==> config.mk <==
export PLATFORM = sky130hd
export DESIGN_NAME = lrap_pick
export DESIGN_NICKNAME = d
export VERILOG_FILES = /design/src/rtl/core/lrap_pkg.sv /design/src/rtl/core/lrap_pick.sv
export SDC_FILE = /design/constraint.sdc
export NUM_CORES = 1
export LEC_CHECK = 0
export ABC_AREA = 1
export BUFFER_PORTS_ARGS = -buffer_cell sky130_fd_sc_hd__buf_2
export CAP_MARGIN = 20
export CORE_UTILIZATION = 45
export CTS_CLUSTER_DIAMETER = 100
export DETAILED_ROUTE_END_ITERATION = 6
export PLACE_DENSITY = 0.76
export SETUP_SLACK_MARGIN = 0.1
export SYNTH_ARGS = -nofsm -noshare
export SYNTH_HDL_FRONTEND = slang
export SYNTH_SLANG_ARGS = --single-unit
==> constraint.sdc <==
create_clock -name clk -period 9.9 [get_ports clk]
set_input_delay 0.495 -clock clk [delete_from_list [all_inputs] [get_ports clk]]
set_output_delay 0.495 -clock clk [all_outputs]
set_load 0.01 [all_outputs]
==> src/rtl/core/lrap_pkg.sv <==
// shared types and constants of the layered rate adaptation policy
package lrap_pkg;

    localparam int RATE_W   = 20;
    localparam int LEVEL_W  = 16;
    localparam int FILL_W   = 9;
    localparam int WEIGHT_W = 9;
    localparam int SEG_W    = 16;
    localparam int LAYER_W  = 2;
    localparam int FRAC_W   = 8;
    localparam int AVG_W    = RATE_W + FRAC_W;
    localparam int LIMIT_W  = 32;
    localparam int CFG_W    = 20;

    localparam logic [WEIGHT_W-1:0] WEIGHT_ONE = WEIGHT_W'(256);
    localparam logic [FILL_W-1:0]   FILL_HIGH  = FILL_W'(192);
    localparam logic [FILL_W-1:0]   FILL_HALF  = FILL_W'(128);

    typedef enum logic [2:0] {
        CFG_EMA_WEIGHT,
        CFG_MIN_BUFFER_LEVEL,
        CFG_GROWING_MARGIN,
        CFG_TOTAL_SEGMENTS,
        CFG_LAYER0_RATE,
        CFG_LAYER1_RATE,
        CFG_LAYER2_RATE,
        CFG_LAYER3_RATE
    } cfg_index_t;

    typedef enum logic [2:0] {
        ST_IDLE,
        ST_AVG,
        ST_PSTART,
        ST_PICK,
        ST_DECIDE
    } lrap_state_t;

    typedef struct packed {
        logic [RATE_W-1:0]  measured_rate;
        logic [LEVEL_W-1:0] buffer_level;
        logic [FILL_W-1:0]  buffer_fill;
    } req_t;

    typedef struct packed {
        logic [LAYER_W-1:0] layer;
        logic [SEG_W-1:0]   segment_number;
        logic               last_of_segment;
        logic               all_done;
    } rsp_t;

    typedef struct packed {
        cfg_index_t       index;
        logic [CFG_W-1:0] value;
    } cfg_write_t;

    typedef struct packed {
        logic start;
        logic done;
    } lrap_unit_ctl_t;

endpackage

==> src/rtl/core/lrap_pick.sv <==
// layer scan, one layer bitrate compared per cycle
module lrap_pick #(
    parameter int NUM_LAYERS = 4
) (
    input  logic                           clk,
    input  logic                           rst_n,
    input  lrap_pkg::lrap_unit_ctl_t       ctl_in,
    output lrap_pkg::lrap_unit_ctl_t       ctl_out,
    input  logic [lrap_pkg::AVG_W-1:0]     avg,
    input  logic [lrap_pkg::FILL_W-1:0]    fill,
    input  logic [lrap_pkg::RATE_W-1:0]    layer_rates [NUM_LAYERS],
    output logic [lrap_pkg::LAYER_W-1:0]   best
);
    import lrap_pkg::*;

    localparam int LIDX_W = (NUM_LAYERS > 1) ? $clog2(NUM_LAYERS) : 1;

    logic [LIMIT_W-1:0] avg_w;
    logic [LIMIT_W-1:0] limit_calc;
    logic [LIMIT_W-1:0] limit_reg, limit_next;
    logic [LIDX_W-1:0]  idx_reg, idx_next;
    logic [LAYER_W-1:0] best_reg, best_next;
    logic [RATE_W-1:0]  best_rate_reg, best_rate_next;
    logic               busy_reg, busy_next;
    logic               done_reg, done_next;
    logic [RATE_W-1:0]  cur_rate;
    logic [LIMIT_W-1:0] cur_scaled;

    assign avg_w = LIMIT_W'(avg);

    always_comb
    begin
        if (fill > FILL_HIGH)
        begin
            limit_calc = (avg_w << 3) + (avg_w << 2) + avg_w;
        end
        else if (fill > FILL_HALF)
        begin
            limit_calc = (avg_w << 3) + (avg_w << 2);
        end
        else
        begin
            limit_calc = (avg_w << 3) + (avg_w << 1);
        end
    end

    // rate * 2560
    assign cur_rate   = layer_rates[idx_reg];
    assign cur_scaled = (LIMIT_W'(cur_rate) << 11) + (LIMIT_W'(cur_rate) << 9);

    always_comb
    begin
        limit_next     = limit_reg;
        idx_next       = idx_reg;
        best_next      = best_reg;
        best_rate_next = best_rate_reg;
        busy_next      = busy_reg;
        done_next      = 1'b0;
        if (ctl_in.start)
        begin
            limit_next     = limit_calc;
            idx_next       = '0;
            best_next      = '0;
            best_rate_next = '0;
            busy_next      = 1'b1;
        end
        else if (busy_reg)
        begin
            if (cur_scaled < limit_reg && cur_rate > best_rate_reg)
            begin
                best_next      = LAYER_W'(idx_reg);
                best_rate_next = cur_rate;
            end
            idx_next = idx_reg + LIDX_W'(1);
            if (idx_reg == LIDX_W'(NUM_LAYERS - 1))
            begin
                busy_next = 1'b0;
                done_next = 1'b1;
            end
        end
    end

    always_ff @(posedge clk or negedge rst_n)
    begin
        if (!rst_n)
        begin
            busy_reg <= 1'b0;
            done_reg <= 1'b0;
            idx_reg  <= '0;
        end
        else
        begin
            busy_reg <= busy_next;
            done_reg <= done_next;
            idx_reg  <= idx_next;
        end
    end

    always_ff @(posedge clk)
    begin
        limit_reg     <= limit_next;
        best_reg      <= best_next;
        best_rate_reg <= best_rate_next;
    end

    assign best          = best_reg;
    assign ctl_out.start = 1'b0;
    assign ctl_out.done  = done_reg;

endmodule

* After elaboration in Yosys (flattened, before gate mapping)
Cells that the tools add are included.
Operators by class: reduce and logical (&&, ||, !) cells 3, equal/unequal tests 1, bitwise logic cells 1, add/subtract/negate cells 5, multiplexer cells 13, magnitude comparators 5
Operators by type and width (number):
- $add A31 B29 Y32 | 2
- $mux W32 | 2
- $bmux W20 S2 | 1
- $mux W20 | 2
- $add A31 B30 Y32 | 1
- $add A32 B28 Y32 | 1
- $lt A32 B32 Y1 | 1
- $gt A20 B20 Y1 | 1
- $gt A9 B8 Y1 const B | 2
- $mux W1 | 6
- $mux W2 | 2
- $ge A3 B3 Y1 const B | 1
- $not A2 Y3 | 1
- $add A2 B1 Y2 const B | 1
- $eq A2 B2 Y1 const B | 1
- $reduce_and A2 Y1 | 1
- $reduce_bool A2 Y1 | 1
- $logic_and A1 B1 Y1 | 1
Word-level totals: input bits 121, word-level logic and storage cells 34, output and inout bits 4, bits in registers 58

* Depth between registers and ports, before layout
depth after elaboration 8, gate-level depth with buffers 28

* Least setup slack after synthesis
Ideal clock, no wire load.
path kind reg2reg, start register idx_reg[0], end register best_rate_reg[1], setup slack 5628 ps, data arrival time 4159 ps, library setup time 113 ps, path buffers 3, stages on the path, launching flop included 28, data required time 9787 ps, cells stage by stage dfrtp_1 clkbuf_1 clkbuf_1 nor2_1 o22ai_1 ha_1 inv_1 fa_1 o21ai_2 a21oi_1 o21ai_2 a21boi_1 o21ai_2 nand3_1 nand2_1 xor2_1 ha_1 a21oi_1 o21ai_0 nand3_1 a21oi_1 a211oi_1 nand2_1 inv_2 nand2_2 buf_2 nor2_1 nor2_1
On the way: longest elaborated chain between the ends 8, elaborated cells between the ends (all ways) 9, those cells by class add/sub (1); order compare (2); mux (3); bitwise (1); reduce/logical (2)
RTL lines:
- start, declared | line lrap_pick.sv:21 | logic [LIDX_W-1:0] idx_reg, idx_next;
- start signal, assigned | line lrap_pick.sv:95 | idx_reg <= idx_next;
- $not A2 Y3 (not written as such) * | line lrap_pick.sv:48 | assign cur_rate = layer_rates[idx_reg];
- $bmux W20 S2 * | line lrap_pick.sv:48
- $mux W20 (not written as such) * (2 in a row) | line lrap_pick.sv:48
- via cur_rate[2] | line lrap_pick.sv:26 | logic [RATE_W-1:0] cur_rate;
- $add A31 B29 Y32 | line lrap_pick.sv:49 | assign cur_scaled = (LIMIT_W'(cur_rate) << 11) + (LIMIT_W'(cur_rate) << 9);
- $lt A32 B32 Y1 | line lrap_pick.sv:69 | if (cur_scaled < limit_reg && cur_rate > best_rate_reg)
- $logic_and A1 B1 Y1 * | line lrap_pick.sv:69
- $reduce_and A2 Y1 (no source line) *
- end signal, assigned | line lrap_pick.sv:103 | best_rate_reg <= best_rate_next;
- end, declared | line lrap_pick.sv:23 | logic [RATE_W-1:0] best_rate_reg, best_rate_next;
Mark *: on every way through the listed nets, which the timed path passes. The rest lies on a longest branch. The select of a mux whose other input is x is not followed. A chain may end at the register's enable or synchronous reset.

* Final worst setup path
start register idx_reg[1], end register best_rate_reg[7]
The elaborated chain is that of the path after synthesis.

==> impl_metrics.prom <==
# TYPE chip_impl_metric gauge
chip_impl_metric{name="clock_sinks",unit=""} 58
chip_impl_metric{name="instances_no_fill",unit=""} 1948
chip_impl_metric{name="cts_max_path_buffers",unit=""} 2
chip_impl_metric{name="ant_nets",unit=""} 0
chip_impl_info{name="yosys-top-cells-area",value="sky130_fd_sc_hd__ha_1 (18%), sky130_fd_sc_hd__nand2_1 (15%), sky130_fd_sc_hd__edfxtp_1 (9.7%)"} 1
chip_impl_metric{name="top_level_ports",unit=""} 125
chip_impl_metric{name="area_delta_synth_final",unit="%"} 11.57
chip_impl_metric{name="tightestPinTransition",unit="ps"} 726.3
chip_impl_metric{name="synth_top_area_frac",unit=""} 0.1787
chip_impl_metric{name="total_length_of_routed_wires",unit="um"} 25860
chip_impl_metric{name="rows",unit=""} 53
chip_impl_metric{name="die_area",unit="um^2"} 22530
chip_impl_metric{name="critical_path.n_buffers_inverters",unit=""} 3
chip_impl_info{name="setup.worst_path.start_class",value="register"} 1
chip_impl_info{name="timing.hold.worst_endpoint",value="best[0]"} 1
chip_impl_info{name="synth_ff_type",value="sky130_fd_sc_hd__edfxtp_1"} 1
chip_impl_metric{name="post_cts_clock_slew_at_the_launch_and_capture_registers_of_the_worst_setup_and_hold_paths",unit="ps"} 60
chip_impl_metric{name="gr-total-overflow",unit=""} 0
chip_impl_metric{name="clkLatencyLatePin",unit="ps"} 330
chip_impl_metric{name="max_stage_delay",unit="ps"} 630
chip_impl_metric{name="power_per_cell_area",unit="nW/um^2"} 199.2
chip_impl_metric{name="tritoncts.num_buffers",unit=""} 9
chip_impl_metric{name="grtUsageTotal",unit=""} 0.2347
chip_impl_metric{name="vdd_ir_drop_max",unit="mV"} 0.1356
chip_impl_metric{name="setup-tns-final",unit="ps"} 0
chip_impl_info{name="clock_tree.root_cell",value="sky130_fd_sc_hd__clkbuf_16"} 1
chip_impl_metric{name="chipWidth",unit="um"} 150.1
chip_impl_metric{name="netlist_area",unit="um^2"} 9871
chip_impl_metric{name="max_cap_violations",unit=""} 0
chip_impl_metric{name="maxClockFrequency",unit="MHz"} 178.8
chip_impl_metric{name="use_met1",unit=""} 0.3016
chip_impl_metric{name="grt_antenna_before_repair",unit=""} 0
chip_impl_info{name="layout_commonest_cell",value="sky130_fd_sc_hd__nand2_1"} 1
chip_impl_info{name="outcome",value="completed"} 1
chip_impl_metric{name="met3_usage",unit=""} 0.02697
chip_impl_metric{name="reg2reg_depth",unit=""} 26
chip_impl_metric{name="netlist-cell-type-count",unit=""} 59
chip_impl_metric{name="grtUsageMet2",unit=""} 0.4111
chip_impl_metric{name="drive_above_1_share",unit=""} 0.1339
chip_impl_metric{name="power_leakage",unit="nW"} 5.683
chip_impl_metric{name="critical_path_arrival",unit="ps"} 5810
chip_impl_metric{name="half_perimeter_wire_length_of_the_detailed_placement_result",unit="um"} 21270
chip_impl_info{name="hp-start",value="best[0]"} 1
chip_impl_metric{name="clock_skew",unit="ps"} 7.711
chip_impl_metric{name="antenna_cells",unit=""} 0
chip_impl_metric{name="yosys_warnings",unit=""} 0
chip_impl_metric{name="num_vias",unit=""} 10370
chip_impl_metric{name="hold_path_depth",unit=""} 2
chip_impl_metric{name="r2r_slack",unit="ps"} 4310
chip_impl_metric{name="ff_latch_count_synth",unit=""} 58
chip_impl_metric{name="seq_area_frac_synth",unit=""} 0.1521
chip_impl_info{name="crit_slowest_cell",value="sky130_fd_sc_hd__inv_1"} 1
chip_impl_metric{name="final-hold-violation-count",unit=""} 0
chip_impl_metric{name="timing_max_transition_violations_final",unit=""} 0
chip_impl_metric{name="drc",unit=""} 0
chip_impl_info{name="cp-end-kind",value="register"} 1
chip_impl_metric{name="synth_enable_flop_cells",unit=""} 32
chip_impl_metric{name="critPathMaxFanout",unit=""} 40
chip_impl_metric{name="timing.final.crit_period",unit="ps"} 5594
chip_impl_metric{name="maximum_number_of_pins_on_one_net_before_global_route_repair",unit=""} 44
chip_impl_info{name="critical_path.top_delay_family",value="compound AO/OA/AOI/OAI gates"} 1
chip_impl_metric{name="cts.repair_timing.setup_buffer_count",unit=""} 0
chip_impl_metric{name="dr.first_iter.drc_count",unit=""} 542
chip_impl_metric{name="report.final.setup_viol",unit=""} 0
chip_impl_info{name="hp-class",value="register to register"} 1
chip_impl_info{name="reg2reg_from",value="idx_reg[1]"} 1
chip_impl_metric{name="wire_length_of_the_first_global_routing_pass",unit="um"} 42890
chip_impl_metric{name="i_o_buffers",unit=""} 122
chip_impl_metric{name="dpl.cell_count",unit=""} 1931
chip_impl_metric{name="grt_pass1_vias",unit=""} 9512
chip_impl_metric{name="nets",unit=""} 1934
chip_impl_metric{name="wire_per_inst",unit="um"} 13.28
chip_impl_metric{name="die_h",unit="um"} 150.1
chip_impl_info{name="critical-path-top-cell-by-count",value="sky130_fd_sc_hd__nand2_1"} 1
chip_impl_metric{name="synthCells",unit=""} 1560
chip_impl_metric{name="placeableCoreArea",unit="um^2"} 21290
chip_impl_metric{name="layout_worst_path_cycle_share",unit=""} 0.5650
chip_impl_info{name="tritoncts",value="done"} 1
chip_impl_info{name="grt_busiest_layer",value="met2"} 1
chip_impl_metric{name="finalWeightedCongestion",unit=""} 0.9199
chip_impl_metric{name="drt_pre_antenna_iters",unit=""} 5
chip_impl_info{name="yosys.area.top_type",value="sky130_fd_sc_hd__ha_1"} 1
chip_impl_info{name="crit_type",value="register to register"} 1
chip_impl_metric{name="async_reset_ff_frac",unit=""} 0.06897
chip_impl_metric{name="largest_register_ff_count",unit=""} 32
chip_impl_info{name="rsz0062_at_grt",value="false"} 1
chip_impl_metric{name="viasPerCell",unit=""} 5.323
chip_impl_info{name="final_cell_mix",value="sky130_fd_sc_hd__nand2_1 (400), sky130_fd_sc_hd__inv_1 (177), sky130_fd_sc_hd__nor2_1 (173), sky130_fd_sc_hd__ha_1 (141), sky130_fd_sc_hd__a21oi_1 (126)"} 1
chip_impl_metric{name="postSynthAreaPerCell",unit="um^2"} 6.327
chip_impl_metric{name="maxSlewHeadroom",unit=""} 0.5128
chip_impl_metric{name="starting_density_of_the_core",unit=""} 0.4637
chip_impl_metric{name="cts_htree_levels",unit=""} 3
chip_impl_info{name="worst_r2r_endpoint",value="best_rate_reg[7]"} 1
chip_impl_metric{name="synthesis.nets",unit=""} 1826
chip_impl_metric{name="worst_ep_required_time",unit="ps"} 10120
[worst max-delay path by stage]
| stage | startpoint | end | slack, ps | cells after the start |
|---|---|---|---|---|
| 5_1_grt | idx_reg[1] | best_rate_reg[10] | 3700 | 25 |
| 3_5_place_dp | idx_reg[1] | best_rate_reg[4] | 4320 | 25 |
| 4_1_cts | idx_reg[1] | best_rate_reg[7] | 4270 | 25 |
| 6_report | idx_reg[1] | best_rate_reg[7] | 4310 | 26 |
| 3_3_place_gp | idx_reg[1] | best_rate_reg[0] | 4480 | 25 |
| 2_1_floorplan | idx_reg[0] | best_rate_reg[1] | 5630 | 27 |
[stage by stage]
step                setup slack [ps]  hold WS [ps]  power [mW]  utilization  cell area [um^2]
finish                          4306         469.7       2.194       0.5174             11010
global route                    3703         508.0       2.464       0.5174             11010
CTS                             4270         477.0       2.199       0.5174             11010
detailed placement              4318         305.7       1.869       0.5030             10710
global placement                4481         302.3       1.819       0.5030             10710
floorplan                       5628         199.4       1.568            -              9871
[power breakdown]
group	switching, mW	leakage, nW	internal (mW)
Sequential	0.0206	0.544	0.332
Clock	0.109	0.150	0.201
Combinational	0.955	4.99	0.576
[worst reg2reg max path: cells and delay by family, from the launching register on]
family	cells	cell delay, ps
xor+xnor	1	70
buf+inv	3	750
compound gates	11	1950
fa+ha+maj	3	960
flops	1	600
simple gates	8	1170
[final cells by class]
| type | instances | area, um^2 |
|---|---|---|
| Fill cell | 2136 | 10270 |
| Clock buffer | 11 | 242.7 |
| Clock inverter | 5 | 52.55 |
| Tap cell | 275 | 344.1 |
| Timing Repair Buffer | 127 | 650.6 |
| Sequential cell | 58 | 1501 |
| Inverter | 185 | 694.4 |
| Multi-Input combinational cell | 1287 | 7527 |
[per-layer routing]
metal	vias up	wire length, um
met5	-	0
met4	0	484
met3	35	1321
met2	293	11960
met1	4597	12100
li1	5444	-
[synthesized netlist by cell type, types with 3 or more instances]
cell type and number:
sky130_fd_sc_hd__clkbuf_1 15, sky130_fd_sc_hd__o21bai_1 11, sky130_fd_sc_hd__xor2_1 35, sky130_fd_sc_hd__dfxtp_1 22
sky130_fd_sc_hd__o21a_1 5, sky130_fd_sc_hd__a32oi_1 4, sky130_fd_sc_hd__buf_4 3, sky130_fd_sc_hd__o21ai_2 7
sky130_fd_sc_hd__a31oi_1 12, sky130_fd_sc_hd__dfrtp_1 4, sky130_fd_sc_hd__o211ai_1 6, sky130_fd_sc_hd__nor2_2 4
sky130_fd_sc_hd__o21ai_0 94, sky130_fd_sc_hd__ha_1 141, sky130_fd_sc_hd__o22ai_1 18, sky130_fd_sc_hd__and2_1 3
sky130_fd_sc_hd__nor4_1 7, sky130_fd_sc_hd__a211oi_1 3, sky130_fd_sc_hd__a21boi_2 4, sky130_fd_sc_hd__nand3_2 9
sky130_fd_sc_hd__fa_1 4, sky130_fd_sc_hd__or2_2 8, sky130_fd_sc_hd__inv_1 177, sky130_fd_sc_hd__nand2_1 400
sky130_fd_sc_hd__a21oi_1 127, sky130_fd_sc_hd__buf_2 10, sky130_fd_sc_hd__o21ai_1 15, sky130_fd_sc_hd__nor3_2 3
sky130_fd_sc_hd__nor2_1 173, sky130_fd_sc_hd__edfxtp_1 32, sky130_fd_sc_hd__nand2_2 23, sky130_fd_sc_hd__inv_2 7
sky130_fd_sc_hd__nand3_1 74, sky130_fd_sc_hd__xnor2_1 22, sky130_fd_sc_hd__a21o_1 10, sky130_fd_sc_hd__a21oi_2 9
sky130_fd_sc_hd__nor3_1 14, sky130_fd_sc_hd__or2_1 6, sky130_fd_sc_hd__nand4_1 12
[cell families (layout without fill, tap and decap cells)]
group,after synthesis,after routing,synth area share
adders and majority gates,145,145,0.1868
xor gates and xnor gates,57,57,0.05058
and+or+nand+nor,747,747,0.3259
DFF,58,58,0.1521
buffers and inverters,215,328,0.08569
other,1,1,0.0003799
AOI/OAI and AO/OA,337,337,0.1985
[what timing repair did]
item / in CTS / in global routing
hold buffers: 1 / 0
endpoints found under the hold margin: 4 / 0
resized for setup: 0 / 0
Power figures use the tool's default switching activity.
