<file path="src/rtl/core/lrap_pkg.sv">
// shared types and constants of the layered rate adaptation policy
package lrap_pkg;

    localparam int RATE_W   = 20;
    localparam int LEVEL_W  = 16;
    localparam int FILL_W   = 9;
    localparam int WEIGHT_W = 9;
    localparam int SEG_W    = 16;
    localparam int LAYER_W  = 2;
    localparam int FRAC_W   = 8;
    localparam int AVG_W    = RATE_W + FRAC_W;
    localparam int LIMIT_W  = 32;
    localparam int CFG_W    = 20;

    localparam logic [WEIGHT_W-1:0] WEIGHT_ONE = WEIGHT_W'(256);
    localparam logic [FILL_W-1:0]   FILL_HIGH  = FILL_W'(192);
    localparam logic [FILL_W-1:0]   FILL_HALF  = FILL_W'(128);

    typedef enum logic [2:0] {
        CFG_EMA_WEIGHT,
        CFG_MIN_BUFFER_LEVEL,
        CFG_GROWING_MARGIN,
        CFG_TOTAL_SEGMENTS,
        CFG_LAYER0_RATE,
        CFG_LAYER1_RATE,
        CFG_LAYER2_RATE,
        CFG_LAYER3_RATE
    } cfg_index_t;

    typedef enum logic [2:0] {
        ST_IDLE,
        ST_AVG,
        ST_PSTART,
        ST_PICK,
        ST_DECIDE
    } lrap_state_t;

    typedef struct packed {
        logic [RATE_W-1:0]  measured_rate;
        logic [LEVEL_W-1:0] buffer_level;
        logic [FILL_W-1:0]  buffer_fill;
    } req_t;

    typedef struct packed {
        logic [LAYER_W-1:0] layer;
        logic [SEG_W-1:0]   segment_number;
        logic               last_of_segment;
        logic               all_done;
    } rsp_t;

    typedef struct packed {
        cfg_index_t       index;
        logic [CFG_W-1:0] value;
    } cfg_write_t;

    typedef struct packed {
        logic start;
        logic done;
    } lrap_unit_ctl_t;

endpackage

</file>
<file path="src/rtl/core/lrap_ema.sv">
// bit-serial moving average update, one weight bit per cycle
module lrap_ema (
    input  logic                          clk,
    input  logic                          rst_n,
    input  logic                          start,
    input  logic [lrap_pkg::RATE_W-1:0]   rate,
    input  logic [lrap_pkg::AVG_W-1:0]    avg,
    input  logic [lrap_pkg::WEIGHT_W-1:0] weight,
    output logic                          done,
    output logic [lrap_pkg::AVG_W-1:0]    result
);
    import lrap_pkg::*;

    localparam int PA_W  = RATE_W + WEIGHT_W;
    localparam int PB_W  = AVG_W + WEIGHT_W;
    localparam int CNT_W = $clog2(WEIGHT_W);

    logic [WEIGHT_W-1:0] w_sat;
    logic [PA_W-1:0]     mcand_a_reg, mcand_a_next;
    logic [PB_W-1:0]     mcand_b_reg, mcand_b_next;
    logic [WEIGHT_W-1:0] mplier_a_reg, mplier_a_next;
    logic [WEIGHT_W-1:0] mplier_b_reg, mplier_b_next;
    logic [PA_W-1:0]     acc_a_reg, acc_a_next;
    logic [PB_W-1:0]     acc_b_reg, acc_b_next;
    logic [CNT_W-1:0]    cnt_reg, cnt_next;
    logic                busy_reg, busy_next;
    logic                done_reg, done_next;
    logic [PA_W-1:0]     sum;

    assign w_sat = (weight > WEIGHT_ONE) ? WEIGHT_ONE : weight;

    always_comb
    begin
        mcand_a_next  = mcand_a_reg;
        mcand_b_next  = mcand_b_reg;
        mplier_a_next = mplier_a_reg;
        mplier_b_next = mplier_b_reg;
        acc_a_next    = acc_a_reg;
        acc_b_next    = acc_b_reg;
        cnt_next      = cnt_reg;
        busy_next     = busy_reg;
        done_next     = 1'b0;
        if (start)
        begin
            mcand_a_next  = PA_W'(rate);
            mcand_b_next  = PB_W'(avg);
            mplier_a_next = w_sat;
            mplier_b_next = WEIGHT_ONE - w_sat;
            acc_a_next    = '0;
            acc_b_next    = '0;
            cnt_next      = '0;
            busy_next     = 1'b1;
        end
        else if (busy_reg)
        begin
            if (mplier_a_reg[0])
            begin
                acc_a_next = acc_a_reg + mcand_a_reg;
            end
            if (mplier_b_reg[0])
            begin
                acc_b_next = acc_b_reg + mcand_b_reg;
            end
            mcand_a_next  = mcand_a_reg << 1;
            mcand_b_next  = mcand_b_reg << 1;
            mplier_a_next = mplier_a_reg >> 1;
            mplier_b_next = mplier_b_reg >> 1;
            cnt_next      = cnt_reg + CNT_W'(1);
            if (cnt_reg == CNT_W'(WEIGHT_W - 1))
            begin
                busy_next = 1'b0;
                done_next = 1'b1;
            end
        end
    end

    always_ff @(posedge clk or negedge rst_n)
    begin
        if (!rst_n)
        begin
            busy_reg <= 1'b0;
            done_reg <= 1'b0;
            cnt_reg  <= '0;
        end
        else
        begin
            busy_reg <= busy_next;
            done_reg <= done_next;
            cnt_reg  <= cnt_next;
        end
    end

    always_ff @(posedge clk)
    begin
        mcand_a_reg  <= mcand_a_next;
        mcand_b_reg  <= mcand_b_next;
        mplier_a_reg <= mplier_a_next;
        mplier_b_reg <= mplier_b_next;
        acc_a_reg    <= acc_a_next;
        acc_b_reg    <= acc_b_next;
    end

    // rate*w + ((256-w)*avg >> 8)
    assign sum    = acc_a_reg + PA_W'(acc_b_reg[PB_W-1:FRAC_W]);
    assign result = sum[AVG_W-1:0];
    assign done   = done_reg;

endmodule

</file>
<file path="config.mk">
export PLATFORM = sky130hd
export DESIGN_NAME = lrap_ema
export DESIGN_NICKNAME = d
export VERILOG_FILES = /design/src/rtl/core/lrap_pkg.sv /design/src/rtl/core/lrap_ema.sv
export SDC_FILE = /design/constraint.sdc
export NUM_CORES = 1
export LEC_CHECK = 0
export BUFFER_PORTS_ARGS = -buffer_cell sky130_fd_sc_hd__buf_2
export CAP_MARGIN = 30
export CORE_MARGIN = 1.5
export CORE_UTILIZATION = 43
export CTS_CLUSTER_SIZE = 14
export DETAILED_ROUTE_END_ITERATION = 16
export PLACE_DENSITY = 0.61
export SYNTH_ARGS = -nofsm -noshare
export SYNTH_HDL_FRONTEND = slang
export SYNTH_SLANG_ARGS = --single-unit
</file>
<file path="constraint.sdc">
create_clock -name clk -period 4.5 [get_ports clk]
set_clock_uncertainty 0.15 [all_clocks]
set_input_delay 0.9 -clock clk [delete_from_list [all_inputs] [get_ports clk]]
set_output_delay 0.9 -clock clk [all_outputs]
set_load 0.01 [all_outputs]
</file>
* Word-level counts from Yosys, hierarchy flattened *
Cells that the tools add are included.

word-level totals
  output and inout bits = 29
  bits of input ports = 60
  memory bits (writable) = 0
  latch bits = 0
  memories kept = 0
  memory bits (read-only) = 0
  bits in registers = 156

operators by class
  $lt $le $gt $ge = 1
  bitwise operators = 0
  equal/unequal tests = 1
  reductions and logical operators = 3
  shifts and indexed selects = 0
  $add $sub $neg = 5
  divide/modulo/power cells = 0
  $mul = 0
  muxes and demuxes = 17

operator list
  cell                 count
  $mux 28              2
  $mux 9               5
  $mux 20              2
  $add 37x37->37       1
  $add 29x29->29       1
  $add 28x28->28       1
  $gt 9x9->1 const B   1
  $sub 9x9->9 const A  1
  $mux 4               2
  $mux 1               6
  $add 4x1->4 const B  1
  $eq 4x4->1 const B   1
  $reduce_and 2->1     2
  $reduce_bool 2->1    1

* Longest topological paths before layout *
Gate-level depths: netlist (run 1).

  word-level depth = 4
  mapped depth = 10
  mapped depth without buffers = 10

* Least setup slack after synthesis (run 1) *
No wires, ideal clock.

  path kind = register to output
  from = register acc_a_reg[0]
  to = output port result[26] (netlist name)
  data arrival time = 2385 ps
  setup slack = 1065 ps
  stages on the path, launching flop included = 11
  path buffers = 0
  path through = dfxtp_1 -> ha_1 -> fa_1 -> nand3_1 -> and3_1 -> o21ai_1 -> a2111oi_1 -> and4bb_2 -> o21ai_0 -> o21ai_0 -> xor2_1

on the way
  cells in the longest elaborated chain, start to end = 1

ends and longest elaborated chain
  what                    line             text
  from (decl)             lrap_ema.sv:23   logic [PA_W-1:0] acc_a_reg, acc_a_next;
  from (signal assigned)  lrap_ema.sv:99   acc_a_reg <= acc_a_next;
  $add 28x28->28          lrap_ema.sv:104  assign sum = acc_a_reg + PA_W'(acc_b_reg[PB_W-1:FRAC_W]);
  to (decl)               lrap_ema.sv:10   output logic [lrap_pkg::AVG_W-1:0] result

No other way between the ends.

* Final worst setup path (run 1) *
  from = register acc_a_reg[3]
  to = output port result[25] (netlist name)

Same word-level chain as after synthesis.

==> results by stage, run 1 <==
Floorplan:
- The number of rows in the core area is 56.
- The die covers 25400 um2.
- The starting density of the core is 44.3%.
- From left edge to right edge, the die measures ~160 um.
- The core footprint is around 24000 um2.
- In this run the vertical extent of the chip is 159 um.
- The count of pins on the block boundary is 89.

Synth:
- The number of distinct library cells after synthesis is 74.
- The fraction of registers with async set or reset after synthesis is under 10%.
- The post-synth net total is between 1000 and 1500.
- The synthesized design contains between 150 and 200 register bits.
- The synthesized design spends more area on one cell type than any other, namely sky130_fd_sc_hd__edfxtp_1.
- Among all flip-flop cells after synthesis, the most frequent one is sky130_fd_sc_hd__dfxtp_1.
- The part of the Yosys area used for sequential elements is 35.6%.
- The number of warnings reported in the yosys synthesis log is 0.
- In this run the mean area of a mapped cell was roughly 9.1 um2.
- The number of enable flip-flop cells after synthesis is 66.
- The number of instances in the synthesized netlist is between 1000 and 1500.
- Yosys attributes the largest share of cell area to sky130_fd_sc_hd__edfxtp_1 19%, sky130_fd_sc_hd__dfxtp_1 15%, sky130_fd_sc_hd__ha_1 11%, sky130_fd_sc_hd__a21oi_1 5.8%, sky130_fd_sc_hd__mux2_2 5.8%.
- In this run the cell area of the synthesized design comes to approximately 10000 um2.
- The area share of the leading cell type in the synthesized netlist is 18.9%.

Power:
- Registers are responsible for 36.7% of the overall power.
- The cell internal power dissipation is roughly 3100 uW.
- Of the total power, the share spent switching nets is roughly a third.
- The total power divided by cell area is 386 nW/um2.
- The standby leakage power is ~0.0052 uW.
- The power dissipated by switching net loads is ~1500 uW.
- The combinational cell fraction of total power is 28.4%.
- After layout, the design draws a total of 4600 uW.
- The clock share of power is a little over a third.
- The maximum vdd ir drop is around 230 uV.

Clocking:
- The number of buffers added for setup after CTS is 0.
- The clock passes through at most 2 buffers.
- Buffers inserted during clock tree synthesis total 17.
- After clock tree synthesis, the clock-pin slew on the worst setup and hold paths is 70 ps.
- The clock tree synthesis step divided the H-tree into 4 levels.
- For this design, the sink count on the clock tree is around 150.
- The TritonCTS clock tree is yes.
- The tree is rooted in a sky130_fd_sc_hd__clkbuf_16.
- The number of buffers inserted by hold repair at cts is 0.
- Post-CTS repair changed the size of 0 cells.
- Clock latency on the worst-skew pair, taken at its later pin, is roughly 430 ps.

Worst setup path:
- The number of buffer and inverter instances along the worst setup path is 1.
- The setup check on the worst reg-to-reg path leaves a slack of 1210 ps.
- The kind of launch point of the worst setup path is a flop.
- At the worst endpoint, the required time is between 3000 and 4000 ps.
- The maximum fanout encountered on the critical timing path is 5.
- The critical path capture point type is an output port.
- The slowest stage of the critical path belongs to the cell sky130_fd_sc_hd__ha_1.
- The signal on the critical path passes through ha_1 > a21oi_1 > o22ai_1 > o211ai_1 > a31oi_2 > a41oi_1 > a31oi_1 > mux2_2 > o2111ai_1 > buf_2.
- Among cell families on the critical path, the largest total delay comes from compound AO/OA/AOI/OAI gates.
- The highest cell delay on the worst timing path is ~370 ps.
- The startpoint of the worst-slack reg-to-reg timing path is mcand_b_reg[0]$_SDFFCE_PN0P_.
- For the worst flop-to-flop path, the logic depth is 10.
- STA puts the critical path data arrival time at between 3000 and 4000 ps.
- The capture instance of the worst register-to-register path is acc_b_reg[28]$_SDFFE_PP0P_.
- The classification of the worst setup path is reg2out.

Place:
- Once placement finished, the instance area stood at around 11000 um2.
- The final estimated routing congestion in global placement is 0.888.
- The HPWL after detailed placement is between 15000 and 20000 um.
- Timing analysis after detailed placement gives a worst setup slack of 617 ps.
- The number of input and output port buffers inserted is about 90.

Global routing:
- The total global routing track utilization is between 20% and 30%.
- The global-route wire length before repair is approximately 42000 um.
- The pin count of the biggest net entering global routing is 75.
- Global routing finished with a remaining overflow of 0.
- The number of global-route vias before repair is approximately 8500.
- The initial antenna violation count is 0.

Layout:
- After the last flow step, the layout net total stands at 1382.
- With fillers left out, the area of the finished cells amounts to about 12000 um2.
- In the layout the commonest cells are 125 x sky130_fd_sc_hd__nand2_1, 122 x sky130_fd_sc_hd__a21oi_1, 92 x sky130_fd_sc_hd__ha_1.
- The commonest non-fill, non-tap cell in the layout is sky130_fd_sc_hd__nand2_1.
- 0 antenna diodes ended up in the layout.
- Compared with the post-synthesis result, the final layout area differs by 13.5%.
- The filler cell count in the final layout is between 2000 and 2500.
- The proportion of layout cells with a drive suffix above 1 is roughly 16%.

Timing:
- After routing, the total negative slack on setup checks comes to 0 ps.
- Setup violations remaining at the end of the flow were counted as 0.
- The worst setup margin is 218 ps.
- The number of endpoints with negative hold slack in the final report was 0.
- The clock period could shrink to ~4300 ps.
- The final number of max-transition violations came to 0.
- The final cycle utilization of the critical path is approximately 95%.
- At the pin with the least slew margin, the transition time is a little over 800 ps.
- Setup repair after global routing left no endpoint under its margin.
- Derived from the worst setup path, the maximum achievable clock frequency is roughly 0.23 GHz.
- Headroom to the max-slew limit came out at between 40 and 50%.

Drt:
- The wire length per cell after detailed routing is 16.3 um.
- The sum of routed wire length over all layers is 25400 um.
- The remaining antenna violation count after routing is 0.
- The routed via count divided by cell count is 5.59.
- The overall via count from detail_route is about 8700.
- After detailed routing, the number of remaining DRC violations is 0.
- The starting DRC count in detailed routing is just over 600.
- The detailed-routing iteration count for the pre-antenna-repair pass is 5.

Outcome:
- The run finished with clean final reports.

Flow run:
- The count of maximum capacitance violations is 0.

Worst hold path:
- The worst hold-check path type is in2async.
## worst max path at each step
stage | slack, ps | from | end | cells after the start
2_1_floorplan | 1060 | acc_a_reg[0]$_SDFFE_PP0P_ | result[26] | 10
3_5_place_dp | 620 | acc_a_reg[3]$_SDFFE_PP0P_ | result[25] | 10
3_3_place_gp | 630 | acc_a_reg[0]$_SDFFE_PP0P_ | result[24] | 10
5_1_grt | 10 | acc_a_reg[3]$_SDFFE_PP0P_ | result[25] | 10
6_report | 220 | acc_a_reg[3]$_SDFFE_PP0P_ | result[25] | 10
4_1_cts | 130 | acc_a_reg[0]$_SDFFE_PP0P_ | result[24] | 10
## synth_stat cells, types with 9 or more instances
library cell,n
sky130_fd_sc_hd__o21a_1,13
sky130_fd_sc_hd__and2_1,12
sky130_fd_sc_hd__o21ai_0,51
sky130_fd_sc_hd__a31oi_1,12
sky130_fd_sc_hd__xnor2_1,43
sky130_fd_sc_hd__nand4_1,9
sky130_fd_sc_hd__inv_1,37
sky130_fd_sc_hd__nand3b_1,17
sky130_fd_sc_hd__o211ai_1,11
sky130_fd_sc_hd__o21bai_1,14
sky130_fd_sc_hd__a21oi_1,122
sky130_fd_sc_hd__clkbuf_1,37
sky130_fd_sc_hd__or3_1,10
sky130_fd_sc_hd__edfxtp_1,66
sky130_fd_sc_hd__nand2_1,125
sky130_fd_sc_hd__a21o_1,36
sky130_fd_sc_hd__mux2i_1,19
sky130_fd_sc_hd__xor2_1,27
sky130_fd_sc_hd__nor2b_1,11
sky130_fd_sc_hd__dfxtp_1,80
sky130_fd_sc_hd__a211oi_1,14
sky130_fd_sc_hd__nor3_1,19
sky130_fd_sc_hd__ha_1,92
sky130_fd_sc_hd__and3_1,9
sky130_fd_sc_hd__mux2_2,54
sky130_fd_sc_hd__nand3_1,19
sky130_fd_sc_hd__nor2_1,85
## cell families after synthesis
logic type | Yosys count | share of synthesized area, %
muxes | 73 | 7.60
AOI/OAI and AO/OA | 341 | 21.0
DFF | 152 | 35.6
and+or+nand+nor | 344 | 15.5
adders and majority gates | 95 | 11.5
buffers and inverters | 80 | 2.90
xor gates and xnor gates | 70 | 5.84
## layer usage
metal / global-route usage, % / wire, um / up-vias
met5: 0 / 0 / -
met4: 7.03 / 624 / 0
met3: 3.05 / 856 / 38
met2: 35.6 / 12300 / 182
met1: 25.6 / 11700 / 4071
li1: - / - / 4429
## final cells by class
type                            instances  area (um2)  share of cell area (%)
Inverter                               37         139                    1.17
Multi-Input combinational cell        923        6470                    54.3
Clock buffer                           19         433                    3.63
Clock inverter                         13         218                    1.83
Sequential cell                       152        3730                    31.3
Timing Repair Buffer                   96         519                    4.36
Tap cell                              319         399                    3.35
## power groups by stage
stage | Clock (uW) | Combinational [uW] | Sequential [uW]
after floorplan | 0 | 977 | 1670
after global placement | 0 | 1270 | 1720
after detailed placement | 0 | 1280 | 1720
after CTS | 1640 | 1300 | 1690
after global routing | 1700 | 1460 | 1710
final | 1610 | 1310 | 1690
## stage by stage
step	hold WS (ps)	instances	utilization (%)
after floorplan	286	1155	-
after global placement	294	1527	47.5
after detailed placement	301	1527	47.5
after CTS	117	1559	50.3
after global routing	123	1559	50.3
final	126	1559	50.3
No activity file was read; power rests on OpenSTA's default activity.
==> run 2: changes to the inputs <==
--- a/config.mk
+++ b/config.mk
@@ -7,11 +7,14 @@
 export LEC_CHECK = 0
 export BUFFER_PORTS_ARGS = -buffer_cell sky130_fd_sc_hd__buf_2
 export CAP_MARGIN = 30
+export CELL_PAD_IN_SITES_DETAIL_PLACEMENT = 1
+export CELL_PAD_IN_SITES_GLOBAL_PLACEMENT = 1
 export CORE_MARGIN = 1.5
 export CORE_UTILIZATION = 43
 export CTS_CLUSTER_SIZE = 14
 export DETAILED_ROUTE_END_ITERATION = 16
-export PLACE_DENSITY = 0.61
+export PLACE_DENSITY = 0.75
+export REMOVE_ABC_BUFFERS = 1
 export SYNTH_ARGS = -nofsm -noshare
 export SYNTH_HDL_FRONTEND = slang
 export SYNTH_SLANG_ARGS = --single-unit
==> run 2 against run 1 <==
  * Sequential share of layout area up 0.12 points
  * Final cell count unchanged
  * Non-clock buffer count unchanged
  * Die area unchanged
  * Flip-flop and latch count unchanged
  * Combinational power about the same
  * Largest cell class unchanged
  * Highest routed layer unchanged
  * Setup slack better by 21 ps
  * Clock power down 9.9%
  * Critical path depth unchanged
==> results by stage, run 2 (synthesis results as in run 1) <==
Clocking:
- The TritonCTS clock tree is yes.
- The number of clock sinks seen by CTS is roughly 150.
- The deepest level of the CTS H-tree is 4.
- Clock-pin slew was measured on the worst setup and hold paths at around 70 ps.
- The buffer depth of the longest clock path is 2.
- The root buffer cell is sky130_fd_sc_hd__clkbuf_16.
- After clock tree synthesis, the setup repair step added 0 buffers.
- The total CTS buffers is 17.
- The number of hold buffers added after CTS was 0.
- Clock latency on the worst-skew pair, taken at its later pin, is 440 ps.

Worst setup path:
- The maximum fanout encountered on the critical timing path is 4.
- The required time of the critical path is ~3500 ps.
- For the worst flop-to-flop path, the logic depth is 9.
- The highest cell delay on the worst timing path is 450 ps.
- The worst register-to-register path begins at mcand_a_reg[8]$_DFFE_PP_.
- STA puts the critical path data arrival time at about 3200 ps.
- The capture instance of the worst register-to-register path is acc_a_reg[27]$_SDFFE_PP0P_.
- The most critical setup path has its endpoint at result[24].
- The critical path depth is 10.
- Across all register-to-register paths, the minimum setup slack is around 1000 ps.
- The origin of the worst setup path is acc_a_reg[0]$_SDFFE_PP0P_.
- The critical path capture point type is an output port.
- The number of buffer and inverter instances along the worst setup path is 1.
- STA classifies the critical path startpoint as a flop.
- The library cell contributing the largest single delay on the critical path is sky130_fd_sc_hd__a2111oi_2.
- The dominant delay contributor by cell family on the critical path is compound AO/OA/AOI/OAI gates.
- Walking the worst path, the cells encountered are ha_1 > fa_1 > nand3_1 > and3_1 > o21ai_1 > a2111oi_2 > and4bb_2 > o41ai_2 > xnor2_1 > buf_2.
- The critical path is of the reg2out type.

Floorplan:
- The die area is 25400 um2.
- The floorplan has 56 rows.
- The die is 159 um tall.
- The die is 159 um wide.
- The core footprint is 23700 um2.
- For this configuration, the core starts out at a cell density of between 40% and 50%.
- The count of pins on the block boundary is 89.

Outcome:
- The run finished with clean final reports.

Layout:
- For this run, the post-layout net count is around 1400.
- The number of antenna diodes in the final layout is 0.
- The finished cells cover between 10000 and 15000 um2.
- The area growth from synthesis to layout is 13.1%.
- Leaving out fill and tap cells, the most frequent cell in the layout is sky130_fd_sc_hd__nand2_1.
- In the layout the commonest cells are 125 x sky130_fd_sc_hd__nand2_1, 122 x sky130_fd_sc_hd__a21oi_1, 92 x sky130_fd_sc_hd__ha_1.
- The proportion of layout cells with a drive suffix above 1 is roughly 16%.
- The post-layout utilization of the core is between 50% and 60%.

Drt:
- The routed via count divided by cell count is 5.68.
- Once detail routing completed, the nets flagged for antenna violations numbered 0.
- After the first detailed-routing iteration, the DRC count stood at 463.
- The detailed router placed between 8000 and 9000 vias in this run.
- The residual DRC count is 0.
- The detailed-routing iteration count for the pre-antenna-repair pass is 5.
- The wire length per cell after detailed routing is ~18 um.
- For this block, the routed nets add up to between 20000 and 30000 um of wire.

Timing:
- Counting I/O delays and the setup requirement, the final critical path takes ~4300 ps.
- The final number of max-transition violations is 0.
- The setup total negative slack is 0 ps.
- Setup repair after global routing left no endpoint under its margin.
- The maximum clock frequency is roughly 0.23 GHz.
- On the final layout, the worst hold slack is around 120 ps.
- The final cycle utilization of the critical path is a little over nine tenths.
- The setup-violating endpoint count in the final report is 0.
- The number of endpoints with negative hold slack in the final report is 0.
- For the pin with the worst max-slew slack, the measured transition is 706 ps.
- In the post-route analysis, the smallest setup slack over all paths is ~240 ps.
- In this run the tightest slew margin relative to its limit is 52.6%.

Global routing:
- Global routing finished with a remaining overflow of 0.
- The first global-routing pass estimated approximately 46000 um of wire.
- The initial antenna violation count was 0.
- The total global routing track utilization is 22.4%.
- The number of global-route vias before repair was 9195.
- The pin count of the biggest net entering global routing is between 90 and 100.

Place:
- Detailed placement finished with a half-perimeter wire length of 21100 um.
- The post-placement setup slack is 581 ps.
- At the end of routability-driven placement, the weighted congestion stood at approximately 0.85.
- Input and output buffers added on the ports amount to 88.
- The area of placed instances is roughly 11000 um2.

Worst hold path:
- In this run the worst hold path is classified as in2async.

Power:
- For this design the static power due to leakage is approximately 0.0052 uW.
- The total power divided by cell area is between 300 and 400 nW/um2.
- The maximum vdd ir drop is between 150 and 200 uV.

Flow run:
- Across the run, the number of max-cap violations was 0.
-- run 2: cell count changes in the layout (fill, tap and decap cells not counted), moves of 2 or more --
cell,before,now
sky130_fd_sc_hd__clkbuf_1,2,0
sky130_fd_sc_hd__inv_8,0,4
sky130_fd_sc_hd__clkinv_4,3,1
sky130_fd_sc_hd__bufinv_16,5,1
sky130_fd_sc_hd__inv_6,3,5
-- run 2: worst min-delay path by stage --
stage | start | cells after the start | slack (ps) | end
after floorplan | acc_b_reg[3]$_SDFFE_PP0P_ | 2 | 280 | acc_b_reg[3]$_SDFFE_PP0P_
after global placement | acc_b_reg[7]$_SDFFE_PP0P_ | 2 | 290 | acc_b_reg[7]$_SDFFE_PP0P_
after detailed placement | acc_b_reg[3]$_SDFFE_PP0P_ | 2 | 310 | acc_b_reg[3]$_SDFFE_PP0P_
after CTS | rst_n | 1 | 110 | busy_reg$_DFF_PN0_
after global routing | rst_n | 1 | 110 | done$_DFF_PN0_
final | rst_n | 1 | 120 | cnt_reg[0]$_DFFE_PN0P_
-- run 2: power breakdown --
part,internal [uW],switching (uW)
combinational,551,784
clock,787,668
sequential,1580,108
-- run 2: through the flow --
step	instances	power, uW
floorplan	1112	2620
global placement	1526	3010
detailed placement	1526	3040
CTS	1558	4520
global route	1559	4740
finish	1559	4480
-- run 2: metal layers --
| layer | global-route usage [%] | wire [um] | vias to the layer above | share of wire, % |
|---|---|---|---|---|
| li1 | - | - | 4418 | - |
| met1 | 28.8 | 13200 | 4295 | 47 |
| met2 | 39.3 | 13600 | 106 | 49 |
| met3 | 2.74 | 629 | 35 | 2.3 |
| met4 | 6.82 | 489 | 0 | 1.8 |
| met5 | 0 | 0 | - | 0 |
-- run 2: cell type report --
type                            count  area, um2
Clock buffer                       17        425
Fill cell                        2828      11800
Inverter                           37        139
Timing Repair Buffer               96        532
Multi-Input combinational cell    923       6480
Tap cell                          319        399
Sequential cell                   152       3730
Clock inverter                     15        160
-- run 2: what timing repair did --
| item | 4_1_cts | 5_1_grt |
|---|---|---|
| endpoints found under the hold margin | 0 | 0 |
| endpoints found under the setup margin | 0 | 4 |
| gates resized for setup | 0 | 3 |
